[config.mk]
export PLATFORM = sky130hd
export DESIGN_NAME = next_greater_distance_unit
export DESIGN_NICKNAME = d
export VERILOG_FILES = /design/src/rtl/core/ngd_pkg.sv /design/src/rtl/core/ngd_ctrl.sv /design/src/rtl/core/ngd_dpath.sv /design/src/rtl/core/next_greater_distance_unit.sv
export SDC_FILE = /design/constraint.sdc
export NUM_CORES = 1
export LEC_CHECK = 0
export ABC_CLOCK_PERIOD_IN_PS = 9750
export CORE_ASPECT_RATIO = 0.6
export CORE_UTILIZATION = 65
export CTS_CLUSTER_DIAMETER = 100
export DETAILED_ROUTE_END_ITERATION = 8
export DONT_BUFFER_PORTS = 1
export GPL_ROUTABILITY_DRIVEN = 1
export MAX_ROUTING_LAYER = met4
export PLACE_DENSITY = 0.9
export SYNTH_ARGS = -nofsm -noshare
export SYNTH_HDL_FRONTEND = slang
export SYNTH_HIERARCHICAL = 1
export SYNTH_SLANG_ARGS = --single-unit
[constraint.sdc]
create_clock -name clock -period 9.75 [get_ports clock]
set_clock_uncertainty 0.2 [all_clocks]
set_input_delay 1.95 -clock clock [delete_from_list [all_inputs] [get_ports clock]]
set_output_delay 1.95 -clock clock [all_outputs]
set_load 0.01 [all_outputs]
[src/rtl/core/ngd_pkg.sv]
// Shared types and constants for the next greater distance unit.
package ngd_pkg;

   localparam int SAMPLE_W = 16;
   localparam int POS_W    = 5;
   localparam int DIST_W   = 5;

   typedef struct packed {
      logic [SAMPLE_W-1:0] sample_value;
      logic                end_of_sequence;
   } req_type;

   typedef struct packed {
      logic [POS_W-1:0]  position;
      logic [DIST_W-1:0] distance;
      logic              last_of_run;
      logic              sequence_finished;
      logic              overflow;
   } rsp_type;

   // Commands from the controller to the datapath.
   typedef struct packed {
      logic accept;
      logic pop;
      logic push;
      logic flush_pop;
   } ngd_cmd_type;

   // Status from the datapath to the controller.
   typedef struct packed {
      logic top_less;
      logic depth_one;
      logic seq_full;
      logic req_last;
      logic item_last;
      logic out_free;
   } ngd_status_type;

endpackage

[src/rtl/core/ngd_ctrl.sv]
// Sequencing state machine for the next greater distance unit.
module ngd_ctrl
   import ngd_pkg::*;
(
   input  logic           clock,
   input  logic           reset,
   input  logic           req_valid,
   output logic           req_stall,
   input  ngd_status_type status,
   output ngd_cmd_type    cmd
);

   typedef enum logic [2:0] {
      ST_IDLE  = 3'b001,
      ST_POP   = 3'b010,
      ST_FLUSH = 3'b100
   } state_type;

   state_type state_ff, state_in;

   assign req_stall = (state_ff != ST_IDLE);

   always_comb begin
      state_in = state_ff;
      cmd      = '0;
      unique case (state_ff)
         ST_IDLE: begin
            if (req_valid) begin
               cmd.accept = 1'b1;
               // A value past the length limit is dropped; only its end flag matters.
               if (!status.seq_full) begin
                  state_in = ST_POP;
               end else if (status.req_last) begin
                  state_in = ST_FLUSH;
               end
            end
         end
         ST_POP: begin
            if (status.top_less) begin
               if (status.out_free) begin
                  cmd.pop = 1'b1;
               end
            end else begin
               cmd.push = 1'b1;
               state_in = status.item_last ? ST_FLUSH : ST_IDLE;
            end
         end
         ST_FLUSH: begin
            if (status.out_free) begin
               cmd.flush_pop = 1'b1;
               if (status.depth_one) begin
                  state_in = ST_IDLE;
               end
            end
         end
         default: begin
            state_in = ST_IDLE;
         end
      endcase
   end

   always_ff @(posedge clock) begin
      if (reset) begin
         state_ff <= ST_IDLE;
      end else begin
         state_ff <= state_in;
      end
   end

endmodule

[src/rtl/core/ngd_dpath.sv]
// Stack memory, top-of-stack cache, compare logic and result register.
module ngd_dpath
   import ngd_pkg::*;
#(
   parameter int MAX_LEN    = 32,
   parameter int VALUE_BITS = 16
)
(
   input  logic           clock,
   input  logic           reset,
   input  req_type        req_data,
   output rsp_type        rsp_data,
   output logic           rsp_valid,
   input  logic           rsp_stall,
   input  ngd_cmd_type    cmd,
   output ngd_status_type status
);

   localparam int CMP_W = (VALUE_BITS < SAMPLE_W) ? VALUE_BITS : SAMPLE_W;
   localparam int D_W   = $clog2(MAX_LEN + 1);
   localparam int A_W   = $clog2(MAX_LEN);

   logic [CMP_W-1:0] mem_val [MAX_LEN];
   logic [POS_W-1:0] mem_pos [MAX_LEN];

   logic [CMP_W-1:0] value_ff;
   logic             last_ff;
   logic [POS_W-1:0] cur_ff;
   logic [CMP_W-1:0] top_val_ff;
   logic [POS_W-1:0] top_pos_ff;
   logic [CMP_W-1:0] rd_val_ff;
   logic [POS_W-1:0] rd_pos_ff;
   logic [D_W-1:0]   depth_ff, depth_in;
   logic [D_W-1:0]   next_pos_ff;
   logic             ovf_ff;
   logic             rsp_valid_ff;
   rsp_type          rsp_ff;

   logic [D_W+POS_W-1:0] next_pos_ext;
   logic [D_W-1:0]       raddr_full, waddr_full;
   logic [A_W-1:0]       raddr, waddr;
   logic                 mem_we;
   logic                 next_less;

   assign next_pos_ext = {{POS_W{1'b0}}, next_pos_ff};
   assign next_less    = (rd_val_ff < value_ff);

   assign status.top_less  = (depth_ff != '0) && (top_val_ff < value_ff);
   assign status.depth_one = (depth_ff == D_W'(1));
   assign status.seq_full  = (next_pos_ff >= D_W'(MAX_LEN));
   assign status.req_last  = req_data.end_of_sequence;
   assign status.item_last = last_ff;
   assign status.out_free  = !rsp_valid_ff || !rsp_stall;

   always_comb begin
      depth_in = depth_ff;
      if (cmd.push) begin
         depth_in = depth_ff + D_W'(1);
      end else if (cmd.pop || cmd.flush_pop) begin
         depth_in = depth_ff - D_W'(1);
      end
   end

   // The read address follows the next depth: the entry under the new top is
   // ready next cycle, and pops run one per cycle while the output is free.
   assign raddr_full = depth_in - D_W'(2);
   assign raddr      = raddr_full[A_W-1:0];
   assign waddr_full = depth_ff - D_W'(1);
   assign waddr      = waddr_full[A_W-1:0];
   assign mem_we     = cmd.push && (depth_ff != '0);

   always_ff @(posedge clock) begin
      if (mem_we) begin
         mem_val[waddr] <= top_val_ff;
         mem_pos[waddr] <= top_pos_ff;
      end
      if (mem_we && (waddr == raddr)) begin
         rd_val_ff <= top_val_ff;
         rd_pos_ff <= top_pos_ff;
      end else begin
         rd_val_ff <= mem_val[raddr];
         rd_pos_ff <= mem_pos[raddr];
      end
   end

   always_ff @(posedge clock) begin
      if (cmd.accept) begin
         value_ff <= req_data.sample_value[CMP_W-1:0];
         last_ff  <= req_data.end_of_sequence;
         cur_ff   <= next_pos_ext[POS_W-1:0];
      end
      if (cmd.push) begin
         top_val_ff <= value_ff;
         top_pos_ff <= cur_ff;
      end else if (cmd.pop || cmd.flush_pop) begin
         top_val_ff <= rd_val_ff;
         top_pos_ff <= rd_pos_ff;
      end
      if (cmd.pop) begin
         rsp_ff.position          <= top_pos_ff;
         rsp_ff.distance          <= cur_ff - top_pos_ff;
         rsp_ff.last_of_run       <= !last_ff && (status.depth_one || !next_less);
         rsp_ff.sequence_finished <= 1'b0;
         rsp_ff.overflow          <= ovf_ff;
      end else if (cmd.flush_pop) begin
         rsp_ff.position          <= top_pos_ff;
         rsp_ff.distance          <= '0;
         rsp_ff.last_of_run       <= status.depth_one;
         rsp_ff.sequence_finished <= status.depth_one;
         rsp_ff.overflow          <= ovf_ff;
      end
   end

   always_ff @(posedge clock) begin
      if (reset) begin
         depth_ff     <= '0;
         next_pos_ff  <= '0;
         ovf_ff       <= 1'b0;
         rsp_valid_ff <= 1'b0;
      end else begin
         depth_ff <= depth_in;
         if (cmd.accept && status.seq_full) begin
            ovf_ff <= 1'b1;
         end
         if (cmd.push) begin
            next_pos_ff <= next_pos_ff + D_W'(1);
         end
         if (cmd.flush_pop && status.depth_one) begin
            next_pos_ff <= '0;
            ovf_ff      <= 1'b0;
         end
         if (cmd.pop || cmd.flush_pop) begin
            rsp_valid_ff <= 1'b1;
         end else if (!rsp_stall) begin
            rsp_valid_ff <= 1'b0;
         end
      end
   end

   assign rsp_valid = rsp_valid_ff;
   assign rsp_data  = rsp_ff;

   assert property (@(posedge clock) disable iff (reset)
      depth_ff <= D_W'(MAX_LEN))
      else $error("stack depth exceeds its limit");

   assert property (@(posedge clock) disable iff (reset)
      (cmd.pop || cmd.flush_pop) |-> status.out_free)
      else $error("result produced while the output register is occupied");

   assert property (@(posedge clock) disable iff (reset)
      cmd.pop |-> status.top_less)
      else $error("pop without a smaller stacked value");

   assert property (@(posedge clock) disable iff (reset)
      (cmd.flush_pop && status.depth_one) |=> (depth_ff == '0) && (next_pos_ff == '0))
      else $error("sequence state not cleared after flush");

endmodule

[src/rtl/core/next_greater_distance_unit.sv]
// Next greater distance unit: a monotonic stack reporting, for each value of a sequence,
// the position and the distance to the next strictly greater value. An item is first
// transferred, then pops each result it releases (one stack memory read each) and is
// pushed; a sequence's final item then flushes the stacked entries one at a time. A value
// dropped after MAX_LEN values is only transferred, or flushes the stack if it is final.
// No new item is taken until the last is through. Results leave through a single output register.
module next_greater_distance_unit
   import ngd_pkg::*;
#(
   parameter int MAX_LEN    = 32,
   parameter int VALUE_BITS = 16
)
(
   input  logic    clock,
   input  logic    reset,
   input  logic    req_valid,
   output logic    req_stall,
   input  req_type req_data,
   output logic    rsp_valid,
   input  logic    rsp_stall,
   output rsp_type rsp_data
);

   ngd_cmd_type    cmd;
   ngd_status_type status;

   ngd_ctrl u_ctrl (
      .clock     (clock),
      .reset     (reset),
      .req_valid (req_valid),
      .req_stall (req_stall),
      .status    (status),
      .cmd       (cmd)
   );

   ngd_dpath #(
      .MAX_LEN    (MAX_LEN),
      .VALUE_BITS (VALUE_BITS)
   ) u_dpath (
      .clock     (clock),
      .reset     (reset),
      .req_data  (req_data),
      .rsp_data  (rsp_data),
      .rsp_valid (rsp_valid),
      .rsp_stall (rsp_stall),
      .cmd       (cmd),
      .status    (status)
   );

endmodule

Yosys cells after proc, flatten, opt, wreduce, memory -nomap -nowiden
Memory sizes are Yosys's and may differ from the RTL's. A register that Yosys moved wholly into a read port is not among the register bits.
Index checks and enable logic that the tools add are counted.

cells by class
  $add $sub $neg = 5
  eq/ne operators = 11
  multiplexer cells = 27
  order comparisons = 3
  reduce and logical (&&, ||, !) cells = 17

operators by type and width
  operator                                                                 count
  16-bit less-than comparator                                              2
  16-bit 2-to-1 mux                                                        2
  13-bit 2-to-1 mux                                                        2
  3-bit 2-to-1 mux                                                         7
  6-bit by 1-bit adder with 6-bit output, second input constant            2
  6-bit 2-to-1 mux                                                         2
  1-bit 2-to-1 mux                                                         10
  5-bit 2-to-1 mux                                                         2
  3-bit case mux with 3 select lines                                       1
  6-bit by 1-bit == test with 1-bit output, second input constant          1
  6-bit greater-or-equal comparator, second input constant                 1
  2-bit inequality test, second input constant                             3
  6-bit nonzero test                                                       1
  6-bit by 1-bit subtractor with 6-bit output, second input constant       1
  1-bit logical AND                                                        5
  5-bit AND reduction                                                      1
  5-bit by 2-bit subtractor with 5-bit output, second input constant       1
  5-bit subtractor                                                         1
  1-bit zero test                                                          4
  2-bit by 1-bit inequality test with 1-bit output, second input constant  2
  2-bit nonzero test                                                       2
  3-bit by 1-bit == test with 1-bit output, second input constant          1
  3-bit by 2-bit == test with 1-bit output, second input constant          1
  3-bit == test, second input constant                                     1
  other kinds (5)                                                          7

storage, ports and cells
  memories = 2
  bits in writable memories = 672
  bits of input ports = 21
  word-level logic and storage cells = 80
  bits in registers = 73
  output and inout port bits = 15

memories
  memory           depth  width  read ports  clocked after Yosys merged registers in  wr ports  RTL line         source
  u_dpath.mem_val  32     16     1           1                                        1         ngd_dpath.sv:23  logic [CMP_W-1:0] mem_val [MAX_LEN];
  u_dpath.mem_pos  32     5      1           1                                        1         ngd_dpath.sv:24  logic [POS_W-1:0] mem_pos [MAX_LEN];

Longest topological paths before layout
Gate-level depths: netlist of run 1.

  depth in word-level cells = 9
  depth in mapped cells = 17

Modules after synthesis
The synthesis of run 1 kept the hierarchy.

by module, submodules not included
  module     cells each  area an instance (um^2)  instances  sequential area each (um^2)
  ngd_dpath  1568        29585.9                  1          22231.3
  ngd_ctrl   28          222.7                    1          60.1

Worst setup path before layout of run 1
Ideal clock, no wire load.

  path kind = reg-to-reg
  start point = reg u_dpath.top_val_ff[1]
  end point = mem u_dpath.mem_pos[12][0], enable pin
  data arrival time = 3.925 ns
  setup time = 0.399 ns
  path buffers = 1
  path slack = 5.226 ns
  clock period less this slack = 4.524 ns
  stages on the path, launching flop included = 12
  path through = edfxtp_1 -> ha_1 -> a21o_1 -> a211oi_1 -> o21bai_1 -> a2111oi_0 -> o221a_2 -> nor4b_1 -> clkbuf_1 -> a21boi_0 -> nand2_1 -> nor2_1

RTL lines
  element                   RTL line         source
  start: declaration        ngd_dpath.sv:29  logic [CMP_W-1:0] top_val_ff;
  start signal: assignment  ngd_dpath.sv:93  top_val_ff <= value_ff;
  start signal: assignment  ngd_dpath.sv:96  top_val_ff <= rd_val_ff;
  end: declaration          ngd_dpath.sv:24

==> flow_summary.yaml, run 1 <==
grt:
  grt_overflow: 0
  grt_pass1_vias: 16123
  grtUsageTotal: 0.3181
  antenna_found_initial: 3
  grt_start_max_net_pins: 77
  grt_pass1_wl_mm: 103.9
cts:
  numClockSinks: 750
  cts_max_level: 2
  cts-buffers-inserted: 59
  cts_setup_buffers: 0
  cts_tree: "yes"
  cts.path.max_buffers: 3
  cts_hold_buffers: 0
  cts_root_buffer: "clkbuf_16"
  clk-insertion-delay-late_ns: 0.61
  clkTransAtPathRegs_ns: 0.07
  cts-resized-gates: 0
detailed_routing:
  drtAntennaViolNets: 0
  initialDrtViolationCount: 2724
  vias: 16164
  drc: 0
  wl_per_cell_um: 31.34
  totalWireLength_mm: 70.93
  viasPerCell: 7.143
  first_pass_iters: 7
synthesis:
  synth_cells: 1596
  synthDistinctLibCells: 62
  synth_edf_count: 727
  ys_dominant_reg_cell: "edfxtp_1"
  synth_top_cell_by_area: "edfxtp_1"
  synth_area_leaders: "edfxtp_1 (73%), mux4_2 (7.6%), mux2i_1 (3.6%)"
  ys_seq_area_frac: 0.7478
  synthArstFlopShare: 0
  synth.avg_cell_area_sq_um: 18.68
  yosysMostFrequentCell: "edfxtp_1"
  synth_common_cells: "edfxtp_1 (727), mux2i_1 (108), mux4_2 (100)"
  synth_nets: 1661
  syn_area_sq_mm: 0.02981
  ys_ff_latch: 750
  netlist.area_leader.share: 0.7324
  synth_warnings: 6
finish:
  drive_above_1_share: 0.1777
  synthToLayoutAreaGrowth_pct: 9.243
  nNetsFinal: 1688
  final_core_util: 0.7229
  stdcell_count: 2263
  fin_area_sq_mm: 0.03256
flow_run:
  max_cap_viol_count: 0
critical_path:
  crit_required_ns: 10.09
  rr_startpoint: "u_dpath/top_val_ff[1]"
  path_class: "flip-flop to flip-flop"
  cp_max_fo: 33
  arrival_ns: 5.74
  cp-start-kind: "flip-flop"
  endpoint_kind: "flip-flop"
  r2r_cells: 14
  rrSetupSlack_ns: 4.35
outcome:
  status: "finished, final reports clean"
timing:
  fin_crit_ns: 5.400
  setup_violations: 0
  slew_headroom: 0.05499
  hold_slack_ns: 0.2727
  post-route-period-util: 0.5538
  fin_tns_setup_ns: 0
  hold_viol: 0
  fin_ws_ns: 4.350
  drv_slew: 0
  fmax_mhz: 185.2
  rsz0062_at_grt: "false"
  worst_slew_pin_slew_ns: 1.418
place:
  dp_slack_ns: 4.446
  port_buffers: 0
  hpwl_mm: 42.09
  dp.cells: 2149
  placed_cell_area_sq_mm: 0.03057
  place_congestion: 0.9263
power:
  irDropWorstVdd_mv: 0.1774
  pwr_density_cell_mw_per_mm2: 239.2
  leakage_nw: 11.03
  p_total_mw: 7.788
floorplanning:
  num_rows: 60
  ioPinCount: 36
  dieWidth_um: 278.5
  dieArea_sq_mm: 0.04675
  core-area_sq_mm: 0.04504
  die_h_um: 167.9
  floorplan.initialDensity: 0.6618
hold_path:
  holdPathStages: 2
  hold_path_class: "flip-flop to flip-flop"
  hold_start: "u_dpath/ovf_ff"
  hold_end: "u_dpath/ovf_ff"
[registers in the layout, indices dropped and copies added, names as in the netlist, named ones only]
name,cells
u_dpath/depth_ff,6
u_dpath/mem_pos,160
u_dpath/ovf_ff,1
u_ctrl/state_ff,3
u_dpath/rsp_valid,1
u_dpath/next_pos_ff,6
u_dpath/top_val_ff,16
u_dpath/rsp_data,13
u_dpath/last_ff,1
u_dpath/value_ff,16
u_dpath/cur_ff,5
u_dpath/mem_val,512
u_dpath/top_pos_ff,5
[placed cells by master (no fill, tap or decap), types with 11 or more instances in the layout]
cell | synthesis | layout
mux2i_1 | 108 | 108
buf_4 | 11 | 47
o21ai_0 | 16 | 16
mux4_2 | 100 | 100
a2111oi_0 | 16 | 16
edfxtp_1 | 727 | 727
a221oi_1 | 15 | 15
clkbuf_1 | 35 | 15
dfxtp_1 | 23 | 21
mux2_2 | 16 | 16
nand3_1 | 24 | 24
clkbuf_16 | 0 | 61
nor2b_1 | 41 | 39
and2_1 | 11 | 11
clkinv_2 | 0 | 11
a22o_1 | 15 | 15
a211oi_1 | 34 | 34
inv_1 | 31 | 31
ha_1 | 43 | 43
xnor2_1 | 11 | 11
a22oi_1 | 54 | 54
nor2_2 | 1 | 33
nand2_1 | 33 | 33
nor2_1 | 62 | 29
a21oi_1 | 56 | 56
[where the power goes]
part | switching, mW | internal, mW
registers | 0.204 | 3.77
clock network | 1.09 | 1.34
logic | 0.849 | 0.535
[worst max path at each step]
stage | startpoint | end | cells after the start
2_1_floorplan | u_dpath/top_val_ff[1] | u_dpath/mem_pos[12][0] | 11
3_3_place_gp | flip-flop | u_dpath/rsp_data[2] | 12
3_5_place_dp | flip-flop | u_dpath/rsp_data[2] | 12
4_1_cts | flip-flop | u_dpath/rsp_data[2] | 12
5_1_grt | flip-flop | u_dpath/rsp_data[2] | 12
6_report | u_dpath/top_val_ff[1] | flip-flop | 14
[per-layer routing]
| layer | global-route usage | vias to the layer above | routed length [um] |
|---|---|---|---|
| li1 | - | 6515 | - |
| met1 | 0.4392 | 8115 | 26820 |
| met2 | 0.4739 | 1341 | 32610 |
| met3 | 0.08243 | 193 | 9183 |
| met4 | 0.09747 | 0 | 2314 |
| met5 | - | - | 0 |
[area by class of cell]
class	instances	area (sq um)
Antenna cell	3	7.507
Clock buffer	81	1652
Clock inverter	28	290.3
Fill cell	2453	12480
Inverter	32	120.1
Multi-Input combinational cell	731	7063
Sequential cell	750	22300
Tap cell	589	737.0
Timing Repair Buffer	49	395.4
[cells by family (layout without fill, tap and decap cells)]
kind of cell    Yosys count  in the layout  synth area share
flops                   750            750            0.7478
fa+ha+maj                44             44           0.01872
buf+inv                 115            190           0.01872
xor+xnor                 17             17          0.004995
other cells               0              3                 0
compound gates          235            235           0.05562
mux                     224            224            0.1179
simple gates            211            211           0.03627
[critical path: stages (launching register included)]
cell	delay (ns)
edfxtp_1	1.03
ha_1	0.38
a21o_1	0.15
a211oi_1	0.28
o21bai_1	0.17
a2111oi_0	0.60
o221a_2	0.32
and4bb_1	0.23
and2_1	0.32
nor2_1	0.19
inv_1	0.52
a211oi_1	0.16
a21oi_1	0.39
ha_1	0.32
inv_1	0.07
Note: power is estimated with default switching activity, not from simulation.
==> inputs of run 2 (changes only) <==
--- a/config.mk
+++ b/config.mk
@@ -5,15 +5,15 @@
 export SDC_FILE = /design/constraint.sdc
 export NUM_CORES = 1
 export LEC_CHECK = 0
-export ABC_CLOCK_PERIOD_IN_PS = 9750
+export ABC_CLOCK_PERIOD_IN_PS = 4800
 export CORE_ASPECT_RATIO = 0.6
-export CORE_UTILIZATION = 65
+export CORE_UTILIZATION = 57
 export CTS_CLUSTER_DIAMETER = 100
 export DETAILED_ROUTE_END_ITERATION = 8
 export DONT_BUFFER_PORTS = 1
 export GPL_ROUTABILITY_DRIVEN = 1
 export MAX_ROUTING_LAYER = met4
-export PLACE_DENSITY = 0.9
+export PLACE_DENSITY = 0.84
 export SYNTH_ARGS = -nofsm -noshare
 export SYNTH_HDL_FRONTEND = slang
 export SYNTH_HIERARCHICAL = 1
==> constraint.sdc (replaced) <==
create_clock -name clock -period 4.8 [get_ports clock]
set_clock_uncertainty 0.2 [all_clocks]
set_input_delay 0.96 -clock clock [delete_from_list [all_inputs] [get_ports clock]]
set_output_delay 0.96 -clock clock [all_outputs]
set_load 0.01 [all_outputs]
==> run 2 against run 1 <==
Via count grew 0.51%. Final area increased by 1.9%. Sequential share of layout area decreased by 1.3 points. Largest power group unchanged.
==> flow_summary.yaml, run 2 (same netlist as run 1, synthesis figures left out) <==
grt:
  grt_start_max_net_pins: 50
  grt_overflow: 0
  antenna_found_initial: 2
  busiest_layer: "met2"
  grt_pass1_wl_mm: 105.8
  use_met3: 0.06422
  grtUsageTotal: 0.2809
  grt_util_met2: 0.4287
  grt_util_met1: 0.3820
  grt_pass1_vias: 16321
critical_path:
  path_class: "flip-flop to flip-flop"
  r2r_cells: 11
  arrival_ns: 4.63
  crit_required_ns: 4.90
  rrSetupSlack_ns: 0.27
  cp_max_fo: 33
  cp-start-kind: "flip-flop"
  rr_startpoint: "u_dpath/top_val_ff[4]"
  endpoint_kind: "flip-flop"
  r2r_end: "u_dpath/mem_pos[1][1]"
cts:
  cts-resized-gates: 0
  cts.path.max_buffers: 3
  cts_hold_buffers: 0
  clk-insertion-delay-late_ns: 0.61
  clkTransAtPathRegs_ns: 0.07
  cts_max_level: 2
  cts-buffers-inserted: 58
  cts_root_buffer: "clkbuf_16"
  cts_setup_buffers: 0
  cts_tree: "yes"
  numClockSinks: 750
timing:
  fin_tns_setup_ns: 0
  fmax_mhz: 220.6
  post-route-period-util: 0.9444
  hold_viol: 0
  fin_ws_ns: 0.2668
  drv_slew: 0
  setup_violations: 0
  fin_crit_ns: 4.533
  worst_slew_pin_slew_ns: 1.276
  rsz0062_at_grt: "false"
  slew_headroom: 0.1492
detailed_routing:
  drc: 0
  totalWireLength_mm: 72.59
  viasPerCell: 6.730
  initialDrtViolationCount: 2506
  first_pass_iters: 6
  vias: 16247
  drtAntennaViolNets: 0
  wl_per_cell_um: 30.07
finish:
  final_common_cell: "edfxtp_1"
  final_core_util: 0.6477
  synthToLayoutAreaGrowth_pct: 11.35
  largest_reg_flops: 512
  mostFrequentLayoutCells: "edfxtp_1 (727), mux2i_1 (108), mux4_2 (100)"
  nNetsFinal: 1735
  largest_register: "u_dpath/mem_val"
  top_regs: "u_dpath/mem_val: 512 flops, u_dpath/mem_pos: 160 flops"
  drive_above_1_share: 0.2042
floorplanning:
  dieArea_sq_mm: 0.05324
  die_h_um: 179.1
  core-area_sq_mm: 0.05125
  num_rows: 64
  ioPinCount: 36
  floorplan.initialDensity: 0.5816
  dieWidth_um: 297.2
hold_path:
  holdPathStages: 1
  hold_end: "u_dpath/depth_ff[4]"
  hold_path_class: "input pin to flip-flop"
  hold_start: "reset"
flow_run:
  max_cap_viol_count: 0
power:
  leakage_nw: 11.35
  intPower_mw: 11.80
  p_sw_mw: 4.413
  power_frac_seq: 0.490
  swShare: 0.2723
  pwr-share-comb: 0.182
  pwr_density_cell_mw_per_mm2: 488.3
  clkPwrFrac: 0.329
  irDropWorstVdd_mv: 0.3286
place:
  hpwl_mm: 42.48
  dp_slack_ns: 0.5626
  port_buffers: 0
  place_congestion: 0.9172
outcome:
  status: "finished, final reports clean"
[run 2: cell types whose count changed in the layout (fill, tap and decap cells not counted), moves of 2 or more]
cell | before | now
clkinv_1 | 8 | 10
clkbuf_8 | 5 | 0
clkinvlp_4 | 1 | 3
buf_12 | 0 | 2
clkbuf_1 | 15 | 7
buf_4 | 47 | 95
bufinv_16 | 6 | 13
[run 2: stage by stage]
| step | hold slack (ns) | total power, mW | std cells | area (sq um) |
|---|---|---|---|---|
| global route | 0.1992 | 16.65 | 2414 | 33190 |
| global placement | 0.2415 | 10.71 | 2303 | 31100 |
| detailed placement | 0.2712 | 10.84 | 2303 | 31100 |
| CTS | 0.2045 | 16.15 | 2412 | 33190 |
| finish | 0.2081 | 16.21 | 2414 | 33190 |
| floorplan | 0.2285 | 9.951 | 1596 | 29810 |
[run 2: cell type report]
class / count / area (sq um)
Timing Repair Buffer: 97 / 753.2
Clock buffer: 68 / 1553
Inverter: 32 / 120.1
Antenna cell: 2 / 5.005
Fill cell: 3184 / 18060
Clock inverter: 41 / 536.8
Sequential cell: 750 / 22300
Tap cell: 693 / 867.1
Multi-Input combinational cell: 731 / 7058
[run 2: routing by layer]
metal,wire (um),part of all wire
met2,33700,0.46
met4,2150,0.030
met1,26820,0.37
met3,9913,0.14
met5,0,0
[run 2: critical path, stage by stage (launching register included)]
cell and delay (ns):
edfxtp_1 0.38, buf_4 0.25, ha_1 0.34, o21ai_0 0.12
o21bai_1 0.28, a2111oi_0 0.19, o221a_2 0.33, nor4b_2 0.28
a21boi_0 0.55, nand2_1 0.47, nor2_2 0.52, buf_4 0.30
[run 2: power groups by stage]
stage / Sequential, mW / Clock, mW / Combinational (mW)
after CTS: 7.93 / 5.34 / 2.88
after floorplan: 8.01 / 0 / 1.94
after global placement: 8.05 / 0 / 2.66
after global routing: 7.95 / 5.59 / 3.11
final: 7.93 / 5.33 / 2.94
after detailed placement: 8.06 / 0 / 2.77
[run 2: worst max path at each step]
stage                                startpoint                endpoint  slack [ns]  depth (start not counted)
after detailed placement  u_dpath/top_val_ff[4]   u_dpath/mem_pos[1][1]        0.56                         11
after global routing                  flip-flop     u_dpath/rsp_data[2]        0.14                         11
after floorplan           u_dpath/top_val_ff[1]  u_dpath/mem_pos[12][0]        0.28                         11
final                     u_dpath/top_val_ff[4]   u_dpath/mem_pos[1][1]        0.27                         11
after global placement                flip-flop     u_dpath/rsp_data[2]        0.67                         13
after CTS                             flip-flop     u_dpath/rsp_data[2]        0.41                         11
